### config.mk
export PLATFORM = sky130hd
export DESIGN_NAME = addressed_frame_receiver
export DESIGN_NICKNAME = d
export VERILOG_FILES = /design/src/afr_pkg.sv /design/src/addressed_frame_receiver.sv /design/src/afr_payload_ram.sv /design/src/afr_frame_ctrl.sv
export VERILOG_INCLUDE_DIRS = /design/src /design/src/src
export SDC_FILE = /design/constraint.sdc
export NUM_CORES = 1
export LEC_CHECK = 0
export ABC_CLOCK_PERIOD_IN_PS = 4400
export BUFFER_PORTS_ARGS = -buffer_cell sky130_fd_sc_hd__buf_2
export CAP_MARGIN = 5
export CORE_UTILIZATION = 45
export CTS_CLUSTER_DIAMETER = 200
export DETAILED_ROUTE_END_ITERATION = 8
export GPL_TIMING_DRIVEN = 0
export SLEW_MARGIN = 20
export SYNTH_ARGS = -nofsm -noshare
export SYNTH_HDL_FRONTEND = slang
export SYNTH_SLANG_ARGS = --single-unit
### constraint.sdc
create_clock -name clk -period 4.4 [get_ports clk]
set_input_delay 0.88 -clock clk [delete_from_list [all_inputs] [get_ports clk]]
set_output_delay 0.88 -clock clk [all_outputs]
set_load 0.005 [all_outputs]
### src/addressed_frame_receiver_assert.svh
// Assertion macros for the addressed frame receiver.
// Each expects clk and rst in scope at the point of use.
`ifndef ADDRESSED_FRAME_RECEIVER_ASSERT_SVH
`define ADDRESSED_FRAME_RECEIVER_ASSERT_SVH

// Same-cycle implication.
`define AFR_ASSERT_NOW(lbl, ante, cons, msg) \
  lbl: assert property (@(posedge clk) disable iff (rst) (ante) |-> (cons)) else $error(msg);

// Next-cycle implication.
`define AFR_ASSERT_NEXT(lbl, ante, cons, msg) \
  lbl: assert property (@(posedge clk) disable iff (rst) (ante) |=> (cons)) else $error(msg);

`endif

### src/afr_pkg.sv
package afr_pkg;

  localparam int HEADER_LEN = 5;
  localparam logic [7:0] STATION_RESET = 8'h09;

  typedef enum logic [1:0] {
    FN_BYTE    = 2'd0,
    FN_RELEASE = 2'd1,
    FN_READ    = 2'd2
  } afr_func_t;

  typedef enum logic [2:0] {
    ST_TAKEN    = 3'd0,
    ST_BUSY     = 3'd1,
    ST_MISMATCH = 3'd2,
    ST_COMPLETE = 3'd3,
    ST_OVERFLOW = 3'd4,
    ST_OTHER    = 3'd5
  } afr_status_t;

  typedef enum logic [1:0] {
    PH_HEADER  = 2'd0,
    PH_ADDR    = 2'd1,
    PH_PAYLOAD = 2'd3
  } afr_phase_t;

  typedef struct packed {
    logic [1:0] func;
    logic [7:0] rx_byte;
    logic [4:0] read_index;
  } afr_in_t;

  typedef struct packed {
    logic [2:0] status;
    logic       frame_ready;
    logic [7:0] frame_function;
    logic [7:0] frame_extra;
    logic [7:0] payload_length;
    logic [7:0] frame_crc;
    logic [7:0] read_data;
  } afr_out_t;

  // Payload RAM access for one item; addresses are full byte positions,
  // the RAM keeps only the bits its depth needs.
  typedef struct packed {
    logic       we;
    logic [7:0] waddr;
    logic [7:0] wdata;
    logic       re;
    logic [7:0] raddr;
  } afr_ram_req_t;

endpackage

### src/addressed_frame_receiver.sv
// Addressed frame receiver: slave side of a serial command link. Each transfer
// on the item channel is a received byte, a release of the held frame, or a
// read of one payload byte, and yields exactly one result transfer. The block
// takes one item per clock when the result side keeps up; a result appears in
// the cycle after its item is accepted, as both the read port of the payload
// RAM and the output register are registered. The RAM has one write and one
// read port; a byte write and a payload read never share an item, so no
// forwarding is needed. Write station_address only while the block is idle.
`include "addressed_frame_receiver_assert.svh"

module addressed_frame_receiver #(
  parameter int PAYLOAD_DEPTH = 32
) (
  input  logic              clk,
  input  logic              rst,
  input  logic              item_valid,
  output logic              item_stall,
  input  afr_pkg::afr_in_t  item,
  output logic              result_valid,
  input  logic              result_stall,
  output afr_pkg::afr_out_t result,
  input  logic              cfg_we,
  input  logic [7:0]        cfg_data
);
  import afr_pkg::*;

  logic         accept;
  afr_out_t     res_d, res_q;
  afr_ram_req_t ram_req;
  logic [7:0]   rdata;
  logic         rd_sel;

  assign item_stall = result_valid && result_stall;
  assign accept     = item_valid && !item_stall;

  afr_frame_ctrl #(.PAYLOAD_DEPTH(PAYLOAD_DEPTH)) u_ctrl (
    .clk      (clk),
    .rst      (rst),
    .accept   (accept),
    .item     (item),
    .cfg_we   (cfg_we),
    .cfg_data (cfg_data),
    .res      (res_d),
    .ram_req  (ram_req)
  );

  afr_payload_ram #(.PAYLOAD_DEPTH(PAYLOAD_DEPTH)) u_ram (
    .clk   (clk),
    .req   (ram_req),
    .rdata (rdata)
  );

  always_ff @(posedge clk) begin
    if (rst) begin
      result_valid <= 1'b0;
    end else if (accept) begin
      result_valid <= 1'b1;
    end else if (!result_stall) begin
      result_valid <= 1'b0;
    end
  end

  // RAM read data is captured on the same edge as the result register.
  always_ff @(posedge clk) begin
    if (accept) begin
      res_q  <= res_d;
      rd_sel <= ram_req.re;
    end
  end

  always_comb begin
    result           = res_q;
    result.read_data = rd_sel ? rdata : 8'd0;
  end

  `AFR_ASSERT_NOW(a_stall_when_full, item_stall, result_valid && result_stall, "stall without pending result")
  `AFR_ASSERT_NEXT(a_item_gives_result, accept, result_valid, "accepted item produced no result")
  `AFR_ASSERT_NOW(a_complete_sets_ready, result_valid && (result.status == ST_COMPLETE), result.frame_ready, "complete without frame_ready")
  `AFR_ASSERT_NOW(a_read_data_only_other, result_valid && (result.read_data != 8'd0), result.status == ST_OTHER, "read data on non-read result")

endmodule

### src/afr_payload_ram.sv
module afr_payload_ram #(
  parameter int PAYLOAD_DEPTH = 32
) (
  input  logic                 clk,
  input  afr_pkg::afr_ram_req_t req,
  output logic [7:0]           rdata
);
  import afr_pkg::*;

  localparam int AW = (PAYLOAD_DEPTH > 1) ? $clog2(PAYLOAD_DEPTH) : 1;

  logic [7:0] mem [PAYLOAD_DEPTH];

  always_ff @(posedge clk) begin
    if (req.we) begin
      mem[req.waddr[AW-1:0]] <= req.wdata;
    end
    if (req.re) begin
      rdata <= mem[req.raddr[AW-1:0]];
    end
  end

endmodule

### src/afr_frame_ctrl.sv
module afr_frame_ctrl #(
  parameter int PAYLOAD_DEPTH = 32
) (
  input  logic                  clk,
  input  logic                  rst,
  input  logic                  accept,
  input  afr_pkg::afr_in_t      item,
  input  logic                  cfg_we,
  input  logic [7:0]            cfg_data,
  output afr_pkg::afr_out_t     res,
  output afr_pkg::afr_ram_req_t ram_req
);
  import afr_pkg::*;

  localparam logic [8:0] DEPTH_W = 9'(PAYLOAD_DEPTH);
  localparam logic [8:0] HDR_W   = 9'(HEADER_LEN);

  afr_phase_t  phase, phase_next;
  logic [8:0]  byte_count, byte_count_next;
  logic [7:0]  hdr [HEADER_LEN];
  logic [7:0]  hdr_next [HEADER_LEN];
  logic [7:0]  crc, crc_next;
  logic        ready, ready_next;
  logic [7:0]  station_address;
  logic        hdr_we;
  afr_status_t status;

  logic [8:0] cnt_inc;
  logic       addr_ok;
  logic       size_zero;
  logic       last_byte;
  logic       pos_ok;
  logic       is_byte;

  assign cnt_inc   = byte_count + 9'd1;
  assign addr_ok   = (hdr[0] == station_address);
  assign size_zero = (hdr[3] == 8'd0);
  assign last_byte = (cnt_inc == ({1'b0, hdr[3]} + 9'd1));
  assign pos_ok    = (byte_count < DEPTH_W);
  assign is_byte   = (item.func == FN_BYTE) && !ready;

  // Next phase and byte count
  always_comb begin
    phase_next      = phase;
    byte_count_next = byte_count;
    if (is_byte) begin
      unique case (phase)
        PH_HEADER: begin
          if (cnt_inc >= HDR_W) begin
            phase_next      = PH_ADDR;
            byte_count_next = '0;
          end else begin
            byte_count_next = cnt_inc;
          end
        end
        PH_ADDR: begin
          if (!addr_ok || size_zero) begin
            phase_next      = PH_HEADER;
            byte_count_next = '0;
          end else begin
            phase_next      = PH_PAYLOAD;
            byte_count_next = 9'd1;
          end
        end
        PH_PAYLOAD: begin
          if (last_byte) begin
            phase_next      = PH_HEADER;
            byte_count_next = '0;
          end else begin
            byte_count_next = cnt_inc;
          end
        end
        default: begin
          phase_next      = PH_HEADER;
          byte_count_next = '0;
        end
      endcase
    end
  end

  // Status, flags, header capture and RAM access
  always_comb begin
    status     = ST_OTHER;
    ready_next = ready;
    crc_next   = crc;
    hdr_we     = 1'b0;
    ram_req    = '0;
    ram_req.wdata = item.rx_byte;
    ram_req.waddr = byte_count[7:0];
    ram_req.raddr = {3'b000, item.read_index};
    unique case (item.func)
      FN_BYTE: begin
        if (ready) begin
          status = ST_BUSY;
        end else begin
          unique case (phase)
            PH_HEADER: begin
              status = ST_TAKEN;
              hdr_we = (byte_count < HDR_W);
            end
            PH_ADDR: begin
              if (!addr_ok) begin
                status = ST_MISMATCH;
              end else if (size_zero) begin
                status     = ST_COMPLETE;
                crc_next   = item.rx_byte;
                ready_next = 1'b1;
              end else begin
                // first payload byte lands at position zero
                ram_req.we = 1'b1;
                status     = ST_TAKEN;
              end
            end
            PH_PAYLOAD: begin
              ram_req.we = pos_ok;
              status     = pos_ok ? ST_TAKEN : ST_OVERFLOW;
              if (last_byte) begin
                status     = ST_COMPLETE;
                crc_next   = item.rx_byte;
                ready_next = 1'b1;
              end
            end
            default: status = ST_OTHER;
          endcase
        end
      end
      FN_RELEASE: ready_next = 1'b0;
      FN_READ:    ram_req.re = ({4'b0000, item.read_index} < DEPTH_W);
      default:    status = ST_OTHER;
    endcase
    // RAM only acts on the edge the item transfers
    ram_req.we = ram_req.we && accept;
    ram_req.re = ram_req.re && accept;
  end

  always_comb begin
    for (int i = 0; i < HEADER_LEN; i++) begin
      hdr_next[i] = (hdr_we && (byte_count[2:0] == 3'(i))) ? item.rx_byte : hdr[i];
    end
  end

  // Result reflects state after this item; read data joins in the top level.
  always_comb begin
    res.status         = status;
    res.frame_ready    = ready_next;
    res.frame_function = hdr_next[1];
    res.frame_extra    = hdr_next[2];
    res.payload_length = hdr_next[3];
    res.frame_crc      = crc_next;
    res.read_data      = '0;
  end

  always_ff @(posedge clk) begin
    if (rst) begin
      phase           <= PH_HEADER;
      byte_count      <= '0;
      crc             <= '0;
      ready           <= 1'b0;
      station_address <= STATION_RESET;
      for (int i = 0; i < HEADER_LEN; i++) begin
        hdr[i] <= '0;
      end
    end else begin
      if (cfg_we) begin
        station_address <= cfg_data;
      end
      if (accept) begin
        phase      <= phase_next;
        byte_count <= byte_count_next;
        crc        <= crc_next;
        ready      <= ready_next;
        for (int i = 0; i < HEADER_LEN; i++) begin
          hdr[i] <= hdr_next[i];
        end
      end
    end
  end

endmodule
# Word-level counts from Yosys, hierarchy flattened
# Memories as Yosys holds them, arrays and structs flattened. A register that Yosys moved wholly into a read port is not among the register bits.
# Index checks and enable logic that the tools add are counted.
dict set report classes {
  order_cmp 3
  n_addsub 2
  eq_ne 14
  mux 55
  bitwise_logic 6
  n_reduce_logical 22
}
# operator n
set ops {}
lappend ops {{$mux W8} 16}
lappend ops {{$pmux W9 S3} 1}
lappend ops {{$mux W1} 22}
lappend ops {{$mux W9} 2}
lappend ops {{$pmux W8 S2} 1}
lappend ops {{$mux W3} 4}
lappend ops {{$logic_and A1 B1 Y1} 10}
lappend ops {{$add A8 B1 Y9 const B} 1}
lappend ops {{$add A9 B1 Y9 const B} 1}
lappend ops {{$eq A9 B9 Y1} 1}
lappend ops {{$ge A9 B3 Y1 const B} 1}
lappend ops {{$lt A9 B3 Y1 const B} 1}
lappend ops {{$lt A9 B6 Y1 const B} 1}
lappend ops {{$pmux W3 S3} 1}
lappend ops {{$eq A8 B8 Y1} 1}
lappend ops {{$logic_not A8 Y1} 1}
lappend ops {{$mux W2} 4}
lappend ops {{$eq A3 B2 Y1 const B} 2}
lappend ops {{$ne A2 B1 Y1 const B} 3}
lappend ops {{$pmux W1 S2} 3}
lappend ops {{$pmux W2 S3} 1}
lappend ops {{$or A1 B1 Y1} 5}
lappend ops {{$eq A2 B1 Y1 const B} 2}
lappend ops {{$eq A2 B2 Y1 const B} 2}
lappend ops {{other kinds (11)} 15}
dict set report word_totals {
  word_cells 118
  ff_bits 66
  ram_bits 296
  in_bits 28
  mem_count 2
  output_inout_bits 46
}
# memory depth word_bits rd rd_ports_with_merged_regs wr line_no
set memory_table {}
lappend memory_table {u_ram.mem 32 8 1 1 1 afr_payload_ram.sv:12} ;# logic [7:0] mem [PAYLOAD_DEPTH];
lappend memory_table {u_ctrl.hdr 5 8 4 0 5 afr_frame_ctrl.sv:20} ;# logic [7:0] hdr [HEADER_LEN];

# Logic depth before layout (Yosys ltp)
# An unclocked memory read counts as a cell.
dict set report logic_depth {
  ltp_word 10
  ltp_mapped 11
  depth_no_buf 9
}

# Modules after synthesis
# A second synthesis with hierarchy kept.
dict set report hier_totals {
  hier_cells 907
  area_unflattened_um2 15239.6
}
# mod instances seq_area_each_um2 area_per_inst_um2 cells_each
set by_module_without_submodules {}
lappend by_module_without_submodules {afr_payload_ram 1 7927.6 10133.5 417}
lappend by_module_without_submodules {afr_frame_ctrl 1 1521.5 3898.7 440}
lappend by_module_without_submodules {addressed_frame_receiver 1 1131.1 1207.4 50}

# Least setup slack after synthesis
# Ideal clock, no wire load.
dict set report synth_path {
  kind {in2reg}
  start {in item[0] in the netlist's numbering}
  end {reg u_ram.rdata[0], read port of u_ram.mem (data pin)}
  cell_stages 5
  path_buffers 2
  t_arrival_ps 3064
  setup_ps 260
  required_time_ps 4140
  path_slack_ps 1076
  path_cell_list {clkbuf_1 buf_1 mux4_2 mux4_2 mux2_2}
}
# item line_no
set synth_rtl {}
lappend synth_rtl {{from (decl)} addressed_frame_receiver.sv:18} ;# input afr_pkg::afr_in_t item,
lappend synth_rtl {{to (decl)} afr_payload_ram.sv:6} ;# output logic [7:0] rdata

==> run_results.csv <==
group,metric,value,unit
yosys,avgSynthCellArea,17.4,um2
timing,hold_viol,0,
placed_design,place_congestion,0.883,
clock_network,clk_latency,0.53,ns
power_and_ir_drop,combPwrFrac,5.0,%
clock_network,cts.reportedPaths.clkPinSlew,0.06,ns
timing,setup_tns,0,ns
yosys,synth_edf_count,333,
global_route,grt_max_degree,47,
clock_network,tritoncts,"yes",
finish,fin_nets,1010,
setup_path,crit_type,"reg -> reg",
setup_path,path_cells,"ha_1 -> ha_1 -> xnor2_1 -> xnor2_1 -> nand3_1 -> nor3_1 -> a31oi_2 -> or3_1 -> buf_4 -> mux2_4",
drt,vias_per_cell,5.58,
timing,fmax,0.268,GHz
timing,fin_crit,3.73,ns
finish,area_growth,14.5,%
drt,drc_errors,0,
yosys,ys_ff_latch,362,
yosys,synthFlopType,"edfxtp_1",
die,num_io_pins,74,
run,max-cap-violations,0,
yosys,yosysTopAreaCell,"edfxtp_1",
worst_hold_path,hold_depth,2,
setup_path,r2r_cells,10,
power_and_ir_drop,power.leakage,0.00588,uW
yosys,netlist_area,15100,um2
finish,final-seq-area,10600,um2
yosys,async_flop_share,0,%
setup_path,path_delay_family,"simple AND/OR/NAND/NOR gates",
timing,skew,0.0135,ns
power_and_ir_drop,peakVddDrop,0.286,mV
global_route,antenna_found_initial,1,
setup_path,crit_buf_inv,1,
die,dieArea,34300,um2
placed_design,dpl.hpwl,20.8,mm
yosys,ys_types,58,
setup_path,worstPathRequired,4.68,ns
setup_path,arrival,4.01,ns
finish,nFillCells,2662,
power_and_ir_drop,seq_power_share,51.1,%
timing,rsz0062_at_grt,"false",
setup_path,cp.depth,10,
clock_network,clockBufferDepth,3,
power_and_ir_drop,p_sw,1560,uW
setup_path,critPathSlowestCell,"nor3_1",
die,die_width,185,um
global_route,grt_overflow_total,0,
die,core_area,32800,um2
yosys,synthCells,866,
yosys,syn-num-nets,901,
timing,setup_violations,0,
yosys,synth_top_area_share,66.3,%
drt,drt_wl_total,32.9,mm
timing,finalCritPeriodShare,84.8,%
finish,multi_input_area,4280,um2
die,fp-row-count,66,
drt,drtPass1Iterations,4,
finish,layout_commonest_cell,"edfxtp_1",
finish,n_antenna_cell,0,
global_route,grt_pass1_vias,8114,
placed_design,placed_area,16000,um2
yosys,synthTopCellsByArea,"edfxtp_1, mux4_2, dfxtp_1",
drt,initialDrtViolationCount,636,
power_and_ir_drop,switching_share,20.7,%
timing,max-slew-margin-rel,33.2,%
power_and_ir_drop,power_density,435,nW/um2
drt,num_vias,8051,
clock_network,numCtsBuffers,39,
drt,antenna_left,0,
finish,layout-drive-gt1-share,26.1,%
outcome,status,"finished clean",
finish,mostFrequentLayoutCells,"edfxtp_1, mux4_2, buf_2",
power_and_ir_drop,p_clk_share,43.9,%
yosys,seq_area_frac_synth,70.2,%
placed_design,io_buffers,66,
power_and_ir_drop,p_int,5960,uW
clock_network,cts_resized,0,
global_route,grtUsageTotal,20.0,%
global_route,grt_pass1_wl,50.4,mm
setup_path,max_stage_delay,0.65,ns
clock_network,root_buffer,"clkbuf_16",
timing,drv_slew,0,
die,start_util,46.0,%
clock_network,cts_max_level,2,
finish,design_area,17300,um2
clock_network,postCtsSetupBuffers,0,
yosys,yosysWarnings,0,
die,die_h,185,um
setup_path,crit_path_start_kind,"flop",
clock_network,clock-sinks,362,
drt,routedWlPerCell,22.8,um
timing,worst_pin_slew,1.00,ns
setup_path,worstPathMaxFanout,8,
setup_path,end_kind,"flop",
worst_hold_path,min_path_type,"reg -> reg",
clock_network,cts-hold-fix-buffers,0,
-- worst register-to-register path: stages, from the launching register on --
cell and delay (ns):
dfxtp_1 0.50, ha_1 0.37, ha_1 0.34, xnor2_1 0.20
xnor2_1 0.13, nand3_1 0.08, nor3_1 0.65, a31oi_2 0.31
or3_1 0.40, buf_4 0.19, mux2_4 0.31
-- cell type report --
type | instances | area share (%)
Timing Repair Buffer | 68 | 2.02
Tap cell | 442 | 3.20
Sequential cell | 362 | 61.2
Buffer | 42 | 1.06
Inverter | 14 | 0.304
Multi-Input combinational cell | 448 | 24.8
Clock inverter | 20 | 1.34
Clock buffer | 47 | 6.07
-- state kept, by name, summed over array words and instances, names as in the netlist --
signal	cells
rd_sel	1
result	36
result_valid	1
u_ctrl.byte_count	9
u_ctrl.crc	8
u_ctrl.hdr	32
u_ctrl.phase	2
u_ctrl.ready	1
u_ctrl.station_address	8
u_ram.mem	256
u_ram.rdata	8
-- kinds of logic (layout without fill, tap and decap cells) --
| group | Yosys count | in the layout | share of synthesized area, % |
|---|---|---|---|
| DFF | 362 | 362 | 70.2 |
| and+or+nand+nor | 222 | 222 | 7.73 |
| muxes | 129 | 129 | 15.7 |
| AOI/OAI and AO/OA | 71 | 71 | 3.19 |
| buffers and inverters | 56 | 191 | 1.53 |
| xor gates and xnor gates | 19 | 19 | 1.10 |
| adders and majority gates | 7 | 7 | 0.581 |
-- worst paths after layout --
check,startpoint,to,slack [ns]
worst min register to register,u_ctrl.station_address[0],u_ctrl.station_address[0],0.51
worst max-delay path,u_ctrl.byte_count[1],result[12],0.67
worst max register to register,u_ctrl.byte_count[1],result[12],0.67
worst min-delay path,u_ctrl.station_address[0],u_ctrl.station_address[0],0.51
-- layer usage --
metal | vias to the layer above | part of all wire (%) | global-route usage (%)
met5 | - | 0 | 0
met4 | 0 | 2.0 | 5.39
met3 | 47 | 4.4 | 2.69
met2 | 224 | 48 | 32.1
met1 | 4110 | 46 | 28.9
li1 | 3670 | - | -
-- through the flow --
stage	util, %	total power [uW]	hold slack, ns	worst slack [ns]	cells
floorplan	-	4120	0.462	1.08	866
global placement	48.7	4290	0.491	-0.347	1374
detailed placement	48.7	4290	0.499	0.259	1375
CTS	52.7	7580	0.515	0.644	1442
global route	52.7	7730	0.550	0.365	1443
finish	52.7	7520	0.511	0.668	1443
-- power by group through the flow --
stage | Clock [uW] | Sequential [uW] | Combinational (uW)
global placement | 0 | 3910 | 375
finish | 3300 | 3840 | 377
detailed placement | 0 | 3910 | 383
global route | 3480 | 3840 | 411
CTS | 3360 | 3840 | 385
floorplan | 0 | 3910 | 214
-- synthesized netlist by cell type (2+ instances only) --
cell / count
o21ai_0: 6
buf_4: 3
nor2_1: 58
xnor2_1: 10
a32oi_1: 7
nor3_1: 12
inv_1: 14
a21oi_1: 21
mux2_4: 7
mux2_2: 33
a41o_1: 2
or3_1: 6
a31oi_1: 9
nand2b_1: 4
and2_1: 37
a21boi_0: 2
o21a_1: 6
nor4_1: 7
nand4_1: 4
xor2_1: 9
or2_2: 2
and3_1: 15
mux2i_1: 9
nand3_1: 23
nand2_1: 42
a211oi_1: 3
ha_1: 7
dfxtp_1: 29
a41oi_1: 2
edfxtp_1: 333
o211ai_1: 3
buf_2: 2
buf_1: 11
clkbuf_1: 25
mux4_2: 80
No activity file was read; power rests on OpenSTA's default activity.
